<file path="src/design/mlbm_pkg.sv">
`timescale 1ns / 1ps
// shared types and constants of the memory latency and bandwidth model
package mlbm_pkg;

	localparam int TIME_W      = 48;
	localparam int TAG_W       = 16;
	localparam int SIZE_W      = 20;
	localparam int BPC_W       = 20;
	localparam int LAT_W       = 12;
	localparam int FRAC_W      = 8;
	localparam int CNT_OUT_W   = 5;
	localparam int MAX_RESULTS = 16;
	localparam int NRES_W      = $clog2(MAX_RESULTS + 1);
	// ceil numerator: size scaled by the fraction bits plus divisor minus one
	localparam int NUM_W       = SIZE_W + FRAC_W + 1;
	localparam int CFG_IDX_W   = 1;

	localparam logic [CFG_IDX_W-1:0] CFG_BYTES_PER_CYCLE = 1'b0;
	localparam logic [CFG_IDX_W-1:0] CFG_ACCESS_LATENCY  = 1'b1;

	localparam logic [BPC_W-1:0] BPC_RESET = 20'd65536;
	localparam logic [LAT_W-1:0] LAT_RESET = 12'd100;

	typedef enum logic [1:0] {
		KIND_ACCEPTED = 2'd0,
		KIND_REJECTED = 2'd1,
		KIND_RELEASED = 2'd2
	} kind_t;

	typedef struct packed {
		logic              op;
		logic [TAG_W-1:0]  tag;
		logic [SIZE_W-1:0] request_size;
		logic [TIME_W-1:0] cycle_now;
	} req_t;

	typedef struct packed {
		kind_t                result_kind;
		logic [TAG_W-1:0]     result_tag;
		logic [TIME_W-1:0]    ready_time;
		logic                 last_of_run;
		logic [CNT_OUT_W-1:0] pending_count;
	} res_t;

	typedef struct packed {
		logic [TIME_W-1:0] ready;
		logic [TAG_W-1:0]  tag;
	} entry_t;

	typedef enum logic [2:0] {
		ST_IDLE,
		ST_DIV,
		ST_MAX,
		ST_SUM,
		ST_WRITE,
		ST_TREAD,
		ST_TCMP,
		ST_TFLUSH
	} state_t;

endpackage

</file>
<file path="src/design/mlbm_divider.sv">
`timescale 1ns / 1ps
// bit-serial restoring divider, one quotient bit per cycle
module mlbm_divider
	import mlbm_pkg::*;
(
	input  logic              clk,
	input  logic              arst_n,
	input  logic              start,
	input  logic [NUM_W-1:0]  dividend,
	input  logic [BPC_W-1:0]  divisor,
	output logic              done,
	output logic [NUM_W-1:0]  quotient
);

	localparam int STEP_W = $clog2(NUM_W + 1);

	logic [NUM_W-1:0]  num_q;
	logic [NUM_W-1:0]  quo_q;
	logic [BPC_W:0]    rem_q;
	logic [BPC_W-1:0]  div_q;
	logic [STEP_W-1:0] step_q;
	logic              done_q;
	logic [BPC_W:0]    rem_shift;
	logic              fits;

	// next numerator bit shifts into the partial remainder
	assign rem_shift = {rem_q[BPC_W-1:0], num_q[NUM_W-1]};
	assign fits      = rem_shift >= {1'b0, div_q};

	always_ff @(posedge clk or negedge arst_n) begin
		if (!arst_n) begin
			step_q <= '0;
			done_q <= 1'b0;
		end else begin
			done_q <= 1'b0;
			if (start) begin
				step_q <= STEP_W'(NUM_W);
			end else if (step_q != '0) begin
				step_q <= step_q - STEP_W'(1);
				if (step_q == STEP_W'(1)) begin
					done_q <= 1'b1;
				end
			end
		end
	end

	always_ff @(posedge clk) begin
		if (start) begin
			num_q <= dividend;
			div_q <= divisor;
			rem_q <= '0;
			quo_q <= '0;
		end else if (step_q != '0) begin
			num_q <= {num_q[NUM_W-2:0], 1'b0};
			rem_q <= fits ? (rem_shift - {1'b0, div_q}) : rem_shift;
			quo_q <= {quo_q[NUM_W-2:0], fits};
		end
	end

	assign done     = done_q;
	assign quotient = quo_q;

endmodule

</file>
<file path="config.mk">
export PLATFORM = sky130hd
export DESIGN_NAME = mlbm_divider
export DESIGN_NICKNAME = d
export VERILOG_FILES = /design/src/design/mlbm_pkg.sv /design/src/design/mlbm_divider.sv
export SDC_FILE = /design/constraint.sdc
export NUM_CORES = 1
export LEC_CHECK = 0
export ABC_AREA = 1
export BUFFER_PORTS_ARGS = -buffer_cell sky130_fd_sc_hd__buf_2
export CORE_MARGIN = 3
export CORE_UTILIZATION = 40
export DETAILED_ROUTE_END_ITERATION = 10
export GPL_TIMING_DRIVEN = 1
export PLACE_DENSITY = 0.65
export SYNTH_ARGS = -nofsm -noshare
export SYNTH_HDL_FRONTEND = slang
export SYNTH_SLANG_ARGS = --single-unit
</file>
<file path="constraint.sdc">
create_clock -name clk -period 2.21 [get_ports clk]
set_input_delay 0.442 -clock clk [delete_from_list [all_inputs] [get_ports clk]]
set_output_delay 0.442 -clock clk [all_outputs]
set_load 0.05 [all_outputs]
</file>
==> key figures, run 1 <==
Worst setup path
  – Top Family by Delay on Critical Path: simple AND/OR/NAND/NOR gates
  – Most common cell on crit path: nand2_1
  – CP Buf/Inv Count: 3
  – Worst path required time: 2.50 ns
  – Critical path fanouts, max: 3
  – Worst-path cell chain: inv_1 -> ha_1 -> fa_2 -> inv_2 -> nand2_1 -> nand2_1 -> and2_1 -> nand2_1 -> nand3_1 -> nand2_1 -> nand2_1 -> nand3_2 -> nand3_1 -> nand2_1 -> inv_1
  – Critical path launch point type: register
  – Worst EP arrival: 2.37 ns
  – Critical path's slowest cell: fa_2
  – Crit Path Class: reg -> reg
  – Slowest stage delay, CP: 0.38 ns
  – Crit end category: register

Placement
  – Post-DP HPWL: 9460 µm
  – PortBufs: 81
  – Inst Count DP: 1002
  – Routability Congestion: 0.893
  – Area after DPL: 6280 µm²

GRT
  – Largest net degree at the start of global routing: 73
  – GR Util met3: 0.0390
  – All-Layer GR Usage: 0.172
  – M2 GR Usage: 0.271
  – First-pass GRT wire length: 22200 µm
  – Grt peak-use layer: met2
  – Met1 usage: 0.231
  – GR Overflow Total: 0
  – Initial antenna violation count: 0
  – Vias in the first global route: 4584

Clocking
  – Worst-path clk slew: 0.07 ns
  – Num CTS Buffers: 9
  – Worst skew pair latency: 0.35 ns
  – Root Buffer: clkbuf_16
  – CTS tree: yes
  – H-Tree Depth: 3
  – Max clock buf depth: 2
  – Num Clock Sinks: 104

Route
  – Overall routed net length: 13300 µm
  – Detail Route Antenna Nets: 0
  – Wire per inst: 13.0 µm
  – DR pass1 iterations: 5
  – DR vias: 4921
  – DR iter-0 viols: 239
  – DRC viols: 0
  – Vias per cell: 4.81

Synthesis
  – Most common cell in the netlist: nand2_1
  – Synth unique cells: 36
  – FF+latch count, synth: 104
  – Part of the Yosys area used for sequential elements: 0.461
  – Post-synth top area share: 0.261
  – Post-synthesis cell count: 755
  – Synth area leaders: edfxtp_1, nand2_1, dfxtp_1
  – Ys async rst share: 0.0577
  – Top post-synthesis cells by count: nand2_1, inv_1, dfxtp_1, edfxtp_1, a21oi_1
  – Mapped cell area: 5650 µm²
  – Synth area leader: edfxtp_1
  – Post-synth EDFFs: 49
  – Average size of a mapped cell: 7.48 µm²
  – Mapped Nets: 831
  – Synth Flop Type: edfxtp_1
  – Synth warnings: 0

STA
  – Setup-failing EPs final: 0
  – Part of the cycle the worst path needs: 0.940
  – Final hold slack: 0.262 ns
  – Max Fclk: 481 MHz
  – Clock skew: 0.0102 ns
  – Worst Tran Pin Value: 0.392 ns
  – Final hold vios: 0
  – Final min period: 2.08 ns
  – Slew Limit Fails: 0
  – Worst slew margin: 0.738

Layout
  – Final Non-Filler Cells: 1023
  – Area growth from synthesis to layout: 18.5%
  – Final instance area: 6700 µm²
  – Final-layout fill cell count: 1348
  – Multi-input combinational cell area: 2570 µm²
  – Layout cell share with drive strength beyond 1: 0.174
  – Fin nets: 918
  – Antenna cells: 0
  – Sequential Area: 2600 µm²

Floorplanning
  – Initial Util: 0.418
  – Cell Rows: 42
  – Placeable Area: 13500 µm²
  – Area of the die: 15600 µm²
  – Die height: 125 µm
  – Die W: 125 µm
  – # IOs: 82

Outcome
  – Status: completed

Power and ir drop
  – Peak supply drop: 546 µV
  – Leakage: 3.42 nW
  – Pwr/cell area: 949 nW/µm²
  – Total power: 6.36 mW

Hold path
  – Worst Hold Class: in -> reg

Job
  – Max-cap violations: 0
[layout by cell type (no fill, tap or decap), drive strengths merged, types with 11 or more instances in the layout]
cell type  instances
nand2            306
inv              113
buf              100
edfxtp            49
dfxtp             49
a21oi             47
nand3             47
nor2              37
ha                23
nand4             18
o21ai             11
[worst register-to-register path, delay by kind of cell (launching register included)]
family                     cells  cell delay (ns)
adders and majority gates      2             0.61
buffers and inverters          3             0.20
DFF                            1             0.36
and+or+nand+nor               10             0.87
[routing by layer]
metal / wire length [µm] / share of wire
met1: 6110 / 0.46
met2: 6150 / 0.46
met3: 729 / 0.055
met4: 293 / 0.022
met5: 0 / 0
[worst paths after layout]
path | cells after the start | start | end | slack [ns]
setup / recovery | 15 | num_q[28]$_DFFE_PP_ | rem_q[12]$_SDFFE_PP0P_ | 0.13
hold / removal | 1 | divisor[6] | div_q[6]$_DFFE_PP_ | 0.26
setup reg to reg | 15 | num_q[28]$_DFFE_PP_ | rem_q[12]$_SDFFE_PP0P_ | 0.13
hold reg to reg | 2 | quotient[28]$_SDFFE_PP0P_ | quotient[28]$_SDFFE_PP0P_ | 0.48
max in group asynchronous | 2 | arst_n | step_q[2]$_DFFE_PN0P_ | 1.61
min in group asynchronous | 2 | arst_n | step_q[0]$_DFFE_PN0P_ | 0.45
[where the power goes]
group	switching (mW)	internal [mW]
Clock	0.745	0.906
Sequential	0.151	2.24
Combinational	1.46	0.851
Total	2.35	4.00
[kinds of logic (layout without fill, tap and decap cells)]
| group | after synthesis | after routing | share of synthesized area |
|---|---|---|---|
| XOR/XNOR | 7 | 7 | 0.0109 |
| flip-flops | 104 | 104 | 0.461 |
| adder cells (fa/ha/maj) | 24 | 24 | 0.0545 |
| buffers and inverters | 134 | 225 | 0.0955 |
| AND/OR/NAND/NOR | 421 | 422 | 0.318 |
| AO/OA/AOI/OAI | 65 | 65 | 0.0605 |
[what timing repair did]
item | 4_1_cts | 5_1_grt
buffers inserted | 3 | 0
endpoints found under the hold margin | 6 | 0
gates cloned | 0 | 1
resized for setup | 0 | 12
endpoints found under the setup margin | 10 | 20
pin swaps | 1 | 3
hold buffers | 1 | 0
[area by class of cell]
type | count | area share
Tap cell | 176 | 0.0329
Clock inverter | 6 | 0.00878
Inverter | 108 | 0.0605
Multi-Input combinational cell | 518 | 0.384
Sequential cell | 104 | 0.389
Clock buffer | 10 | 0.0374
Timing Repair Buffer | 101 | 0.0876
[flip-flops by register name (all words and copies together), names as in the netlist]
signal    flops
div_q        20
done          1
num_q        29
quotient     29
rem_q        20
step_q        5
[stage by stage]
| stage | util | TNS [ns] | worst slack, ns |
|---|---|---|---|
| finish | 0.496 | 0 | 0.133 |
| global route | 0.496 | -0.00773 | -0.00773 |
| CTS | 0.491 | 0 | 0.0620 |
| detailed placement | 0.465 | -0.222 | -0.0582 |
| global placement | 0.465 | -0.0602 | -0.0243 |
| floorplan | - | 0 | 0.249 |
Note: power is estimated with default switching activity, not from simulation.
==> run 2: changes to the inputs <==
ABC_AREA = not set   (was 1)
PLACE_DENSITY = 0.68   (was 0.65)
clock period = 1.85 ns   (was 2.21 ns; I/O delays follow)
==> run 2 against run 1 <==
Compared with the run above: the run now ends with negative setup slack left; clock skew up 0.0015 ns; final cell count decreased by 16%; critical path depth fell by 6; sequential share of layout area decreased by 4.3 points; largest cell class is now multi-input gates; clock-buffer cell count rose by 1; utilization increased by 12 points; wire length is 4.1% higher; combinational power grew 86%; final area up 12%; critical path type unchanged; sequential cell count unchanged; area after synthesis decreased by 9.0%; setup slack got worse by 0.62 ns; critical endpoint is now rem_q[7]$_SDFFE_PP0P_.
==> key figures, run 2 <==
Worst setup path
  – Critical path fanouts, max: 4 (+1)
  – Worst path required time: 2.10 ns (-0.40 ns)
  – Crit Path Class: reg -> reg
  – Worst EP arrival: 2.59 ns (+0.22 ns)
  – Critical path launch point type: register
  – Crit end category: register

Synthesis
  – FF+latch count, synth: 104 (unchanged)
  – Main combinational cell family by area after synthesis: simple AND/OR/NAND/NOR gates
  – Synth warnings: 0 (unchanged)
  – Synth area leader: edfxtp_1
  – Average size of a mapped cell: 10.2 µm² (+36%)
  – Mapped Nets: 582 (-30%)
  – Synth Area in Compound Gates: 0.144 (+0.0839)
  – Mux cell area share after synthesis: 0.0674 (+0.0674)
  – Synth area leaders: edfxtp_1, dfxtp_1, mux2_2
  – Synth Area in Adders: 0.0599 (+0.00540)
  – Post-synth EDFFs: 49 (unchanged)
  – Post-synth top area share: 0.286 (+0.0258)
  – Synth Area in XOR/XNOR: 0.0273 (+0.0164)
  – Part of the Yosys area used for sequential elements: 0.506 (+0.0457)
  – Synth Flop Type: edfxtp_1
  – Top post-synthesis cells by count: nand2_1, a21oi_1, dfxtp_1, edfxtp_1, nor2_1
  – Ys async rst share: 0.0577 (unchanged)
  – Post-Synth Simple-Gate Area: 0.152 (-0.166)
  – Post-synthesis cell count: 506 (-33%)
  – Mapped cell area: 5140 µm² (-9.0%)
  – Synth unique cells: 60 (+67%)
  – Most common cell in the netlist: nand2_1

Floorplanning
  – Cell Rows: 40 (-4.8%)
  – Area of the die: 14200 µm² (-8.6%)
  – Placeable Area: 12300 µm² (-9.2%)
  – Die height: 119 µm (-4.4%)
  – # IOs: 82 (unchanged)
  – Die W: 119 µm (-4.4%)
  – Initial Util: 0.419 (+0.000886)

Clocking
  – Num CTS Buffers: 9 (unchanged)
  – H-Tree Depth: 3 (unchanged)
  – Worst-path clk slew: 0.08 ns (about the same)
  – Num Clock Sinks: 104 (unchanged)
  – Max clock buf depth: 2 (unchanged)
  – Root Buffer: clkbuf_16
  – CTS tree: yes
  – Worst skew pair latency: 0.36 ns (about the same)

Route
  – DR pass1 iterations: 4 (-1)
  – Overall routed net length: 13800 µm (+4.1%)
  – DR vias: 4464 (-9.3%)
  – Detail Route Antenna Nets: 0 (unchanged)
  – DRC viols: 0 (unchanged)
  – DR iter-0 viols: 198 (-17%)
  – Wire per inst: 16.1 µm (+24%)
  – Vias per cell: 5.18 (+7.8%)

STA
  – Setup-failing EPs final: 21 (+21)
  – Clock skew: 0.0117 ns (+0.00152 ns)
  – Worst Tran Pin Value: 0.381 ns (-0.0117 ns)
  – Max Fclk: 428 MHz (-11%)
  – Part of the cycle the worst path needs: 1.26 (+0.324)
  – Setup WS post-layout: -0.488 ns (-0.621 ns)
  – Final hold slack: 0.179 ns (-0.0833 ns)
  – Worst slew margin: 0.746 (+0.00783)
  – Final setup TNS: -8.50 ns (-8.50 ns)
  – RSZ-0062 raised after global routing: yes
  – Final min period: 2.34 ns (+0.261 ns)
  – Final hold vios: 0 (unchanged)
  – Slew Limit Fails: 0 (unchanged)

Layout
  – Fin nets: 764 (-17%)
  – Most used cells in the layout excluding fill and tap cells: buf_4, buf_2, nand2_1
  – Layout cell share with drive strength beyond 1: 0.483 (+0.310)
  – Antenna cells: 0 (unchanged)
  – Final instance area: 7520 µm² (+12%)
  – Most common cell after layout, fill and taps aside: buf_4
  – Area growth from synthesis to layout: 46.4%
  – Final-layout fill cell count: 970 (-28%)

Power and ir drop
  – Peak supply drop: 611 µV (+12%)
  – Sequential share of power: 0.313 (-0.064)
  – Sw Pwr: 3.21 mW (+36%)
  – Combinational power share: 0.468 (+0.105)
  – Int Pwr: 5.98 mW (+50%)
  – Clock network fraction of total power: 0.219 (-0.041)
  – Pwr/cell area: 1220 nW/µm² (+29%)
  – Leakage: 3.11 nW (-9.1%)
  – Switching share of power: 0.349 (-0.0210)

GRT
  – First-pass GRT wire length: 22000 µm (-0.65%)
  – GR Overflow Total: 0 (unchanged)
  – Vias in the first global route: 4644 (+1.3%)
  – All-Layer GR Usage: 0.191 (+0.0189)
  – Largest net degree at the start of global routing: 39 (-47%)
  – Initial antenna violation count: 0 (unchanged)

Placement
  – Area after DPL: 6460 µm² (+2.9%)
  – Routability Congestion: 0.879 (-1.5%)
  – Post-DP HPWL: 8590 µm (-9.3%)
  – PortBufs: 81 (unchanged)
  – Place WS: -0.699 ns (-0.640 ns)

Outcome
  – Status: complete, but fails checks
  – Failing checks: negative setup slack

Job
  – Max-cap violations: 0 (unchanged)

Hold path
  – Worst Hold Class: in -> reg
[run 2: final cells by class]
type,count,area [µm²],area share
clock inverters,5,37.5,0.00499
multi-input cells,350,2940,0.391
flip-flops and latches,104,2600,0.346
repair buffers,194,1350,0.179
clock buffers,11,275,0.0366
well taps,168,210,0.0279
inverters,29,109,0.0145
[run 2: stage by stage]
step                instances   util  total power, mW
global placement          820  0.527             5.85
detailed placement        820  0.527             5.92
floorplan                 506      -             4.79
finish                    861  0.613             9.20
global route              861  0.613             9.69
CTS                       853  0.587             8.56
[run 2: critical path, cell delays in order (launching register included)]
cell	delay (ns)
edfxtp_1	0.39
inv_2	0.08
ha_4	0.21
a21o_1	0.23
buf_6	0.13
o41a_1	0.45
buf_4	0.17
xor2_1	0.14
mux2_4	0.26
a22o_1	0.18
[run 2: path summary, 6_finish.rpt]
| path | start | endpoint | slack, ns | depth (start not counted) |
|---|---|---|---|---|
| setup / recovery | div_q[4]$_DFFE_PP_ | rem_q[7]$_SDFFE_PP0P_ | -0.49 | 9 |
| max in group asynchronous | arst_n | step_q[3]$_DFFE_PN0P_ | 1.34 | 2 |
| hold reg to reg | quotient[28]$_SDFFE_PP0P_ | quotient[28]$_SDFFE_PP0P_ | 0.45 | 2 |
| min in group asynchronous | arst_n | done$_DFF_PN0_ | 0.36 | 2 |
| hold / removal | divisor[11] | div_q[11]$_DFFE_PP_ | 0.18 | 1 |
| setup reg to reg | div_q[4]$_DFFE_PP_ | rem_q[7]$_SDFFE_PP0P_ | -0.49 | 9 |
[run 2: power groups by stage]
stage	Sequential [mW]	Combinational [mW]	Clock, mW
floorplan	2.94	1.85	0
global placement	2.89	2.96	0
detailed placement	2.90	3.02	0
CTS	2.87	3.64	2.05
global route	2.90	4.62	2.16
finish	2.88	4.30	2.01
[run 2: cells by family (layout without fill, tap and decap cells)]
kind of cell / count (synthesis) / after routing
and+or+nand+nor: 166 / 166
AOI/OAI and AO/OA: 112 / 113
DFF: 104 / 104
buffers and inverters: 53 / 239
muxes: 31 / 31
adders and majority gates: 24 / 24
xor gates and xnor gates: 16 / 16
[run 2: routing by layer]
layer | share of wire | up-vias | track usage
li1 | - | 2174 | -
met1 | 0.41 | 2147 | 0.220
met2 | 0.52 | 108 | 0.329
met3 | 0.044 | 35 | 0.0427
met4 | 0.030 | 0 | 0.101
met5 | 0 | - | 0
[run 2: timing repair]
| action | in CTS | in global routing |
|---|---|---|
| cloned | 1 | 0 |
| endpoints found under the setup margin | 21 | 23 |
| gates resized for setup | 51 | 50 |
| pin swaps | 24 | 26 |
| hold endpoints to repair | 6 | 0 |
| buffers inserted | 15 | 8 |
| hold buffers | 1 | 0 |
==> run 3: changes to the inputs <==
GPL_ROUTABILITY_DRIVEN = 0   (was not set)
PLACE_DENSITY = 0.66   (was 0.68)
RECOVER_POWER = 25   (was not set)
clock period = 2.55 ns   (was 1.85 ns; I/O delays follow)
==> run 3 against run 2 <==
Compared with the run above: the run now ends clean; worst hold slack better by 0.15 ns; sequential share of layout area is 7.7 points higher; combinational power is 61% lower.
==> key figures, run 3 (same netlist as run 2, synthesis figures left out) <==
Hold path
  – Worst Hold Class: in -> reg
  – Worst Hold Depth: 1 (unchanged)
  – HP Start: divisor[11]
  – Hold EP: div_q[11]$_DFFE_PP_

Route
  – Vias per cell: 5.18 (about the same)
  – Detail Route Antenna Nets: 0 (unchanged)
  – DR iter-0 viols: 306 (+55%)
  – DR pass1 iterations: 4 (unchanged)
  – Overall routed net length: 10800 µm (-22%)
  – Wire per inst: 14.2 µm (-12%)
  – DR vias: 3960 (-11%)
  – DRC viols: 0 (unchanged)

Job
  – Max-cap violations: 0 (unchanged)

Power and ir drop
  – Switching share of power: 0.327 (-0.0222)
  – Clock network fraction of total power: 0.290 (+0.071)
  – Pwr/cell area: 861 nW/µm² (-30%)
  – Combinational power share: 0.319 (-0.149)
  – Int Pwr: 3.56 mW (-40%)
  – Sequential share of power: 0.391 (+0.078)
  – Sw Pwr: 1.73 mW (-46%)
  – Peak supply drop: 362 µV (-41%)
  – Total power: 5.30 mW (-42%)
  – Leakage: 2.54 nW (-18%)

Layout
  – Area growth from synthesis to layout: 19.7%
  – Sequential Area: 2600 µm² (unchanged)
  – Layout cell share with drive strength beyond 1: 0.268 (-0.215)
  – Final-layout fill cell count: 1156 (+19%)
  – Antenna cells: 0 (unchanged)
  – Most used cells in the layout excluding fill and tap cells: buf_2, nand2_1, edfxtp_1, dfxtp_1, a21oi_1
  – Multi-input combinational cell area: 2360 µm² (-20%)
  – Final Non-Filler Cells: 764 (-11%)
  – Most common cell after layout, fill and taps aside: buf_2
  – Final Util: 0.502 (-0.112)
  – Fin nets: 667 (-13%)
  – Final instance area: 6150 µm² (-18%)

STA
  – Part of the cycle the worst path needs: 0.947 (-0.317)
  – Slew Limit Fails: 0 (unchanged)
  – Max Fclk: 414 MHz (-3.1%)
  – Setup WS post-layout: 0.136 ns (+0.624 ns)
  – RSZ-0062 raised after global routing: yes
  – Final hold vios: 0 (unchanged)
  – Final setup TNS: 0 ns (+8.50 ns)
  – Worst slew margin: 0.465 (-0.282)
  – Setup-failing EPs final: 0 (-100%)
  – Final min period: 2.41 ns (+0.0759 ns)
  – Worst Tran Pin Value: 0.803 ns (+0.423 ns)
  – Final hold slack: 0.325 ns (+0.146 ns)
  – Clock skew: 0.00706 ns (-0.00461 ns)

Clocking
  – Root Buffer: clkbuf_16
  – Num CTS Buffers: 9 (unchanged)
  – CTS tree: yes
  – Num Clock Sinks: 104 (unchanged)
  – Worst skew pair latency: 0.35 ns (about the same)
  – Max clock buf depth: 2 (unchanged)
  – H-Tree Depth: 3 (unchanged)
  – Worst-path clk slew: 0.07 ns (about the same)

Placement
  – Post-DP HPWL: 7690 µm (-10%)
  – Inst Count DP: 746 (-9.0%)
  – Area after DPL: 5770 µm² (-11%)
  – PortBufs: 81 (unchanged)
  – Place WS: 0.0419 ns (+0.741 ns)

Worst setup path
  – Setup slack, reg-to-reg: 0.14 ns (+0.62 ns)
  – Critical path launch point type: register
  – Cell depth of the worst flop-to-flop path: 9 (unchanged)
  – Crit end category: register
  – Critical path's slowest cell: ha_1
  – Crit Path Class: reg -> reg
  – Worst path required time: 2.80 ns (+0.70 ns)
  – Worst-path cell chain: inv_1 -> ha_1 -> nand2_1 -> nor2_2 -> a21oi_1 -> o211ai_2 -> a31o_1 -> mux2_1 -> a22o_1
  – Worst EP arrival: 2.66 ns (+0.07 ns)
  – Worst Setup SP: div_q[9]$_DFFE_PP_
  – R2R Path End: rem_q[7]$_SDFFE_PP0P_
  – R2R Path Start: div_q[9]$_DFFE_PP_
  – Critical path fanouts, max: 6 (+2)
  – Slowest stage delay, CP: 0.37 ns (-0.08 ns)

Floorplanning
  – Cell Rows: 40 (unchanged)
  – Placeable Area: 12300 µm² (unchanged)
  – Initial Util: 0.419 (unchanged)
  – Die W: 119 µm (unchanged)
  – Area of the die: 14200 µm² (unchanged)
  – Die height: 119 µm (unchanged)
  – # IOs: 82 (unchanged)

GRT
  – All-Layer GR Usage: 0.155 (-0.0352)
  – Vias in the first global route: 3767 (-19%)
  – First-pass GRT wire length: 18000 µm (-18%)
  – GR Overflow Total: 0 (unchanged)
  – Largest net degree at the start of global routing: 54 (+38%)
  – Initial antenna violation count: 0 (unchanged)

Outcome
  – Status: completed
==> run 3: changes by cell type in the layout (fill, tap and decap cells not counted), moves of 5 or more <==
cell / previous run / this run
buf_4: 98 / 13
ha_1: 7 / 22
ha_4: 15 / 0
nor3_1: 9 / 21
buf_6: 10 / 0
inv_1: 20 / 29
inv_2: 9 / 0
a21oi_1: 40 / 48
nor3_4: 8 / 1
a21oi_2: 9 / 3
nor3_2: 5 / 0
o21ai_2: 5 / 0
==> run 3: how the worst max path moves through the flow <==
stage,cells past startpoint,slack [ns],endpoint
detailed placement,10,0.04,rem_q[6]$_SDFFE_PP0P_
global placement,9,0.12,rem_q[10]$_SDFFE_PP0P_
global route,10,-0.04,rem_q[0]$_SDFFE_PP0P_
finish,9,0.14,rem_q[7]$_SDFFE_PP0P_
CTS,10,0.05,rem_q[6]$_SDFFE_PP0P_
floorplan,10,0.31,rem_q[7]$_SDFFE_PP0P_
==> run 3: power by group through the flow <==
stage | Clock (mW) | Sequential [mW] | Combinational (mW)
floorplan | 0 | 2.11 | 1.23
global placement | 0 | 2.10 | 1.61
global route | 1.66 | 2.09 | 1.88
finish | 1.54 | 2.07 | 1.69
CTS | 1.59 | 2.07 | 1.65
detailed placement | 0 | 2.10 | 1.64
==> run 3: cell type report <==
type / instances / area share
Sequential cell: 104 / 0.423
Multi-Input combinational cell: 349 / 0.383
Timing Repair Buffer: 98 / 0.0878
Clock buffer: 9 / 0.0366
Tap cell: 168 / 0.0342
Inverter: 29 / 0.0177
Clock inverter: 7 / 0.0177
==> run 3: what timing repair did <==
| item | in CTS | in global routing |
|---|---|---|
| hold endpoints to repair | 6 | 0 |
| gates resized for setup | 0 | 7 |
| setup endpoints to repair | 0 | 10 |
| hold buffers | 1 | 0 |
| setup buffers | 0 | 1 |
==> run 3: layer usage <==
metal | GRT usage | part of all wire
met2 | 0.266 | 0.49
met5 | 0 | 0
met3 | 0.0285 | 0.040
met4 | 0.0580 | 0.016
met1 | 0.195 | 0.45
==> run 3: critical path: cells and delay by family (launching register included) <==
| kind | cells | cell delay (ns) |
|---|---|---|
| buffers and inverters | 1 | 0.04 |
| muxes | 1 | 0.34 |
| and+or+nand+nor | 2 | 0.33 |
| AOI/OAI and AO/OA | 4 | 0.90 |
| DFF | 1 | 0.32 |
| adders and majority gates | 1 | 0.37 |
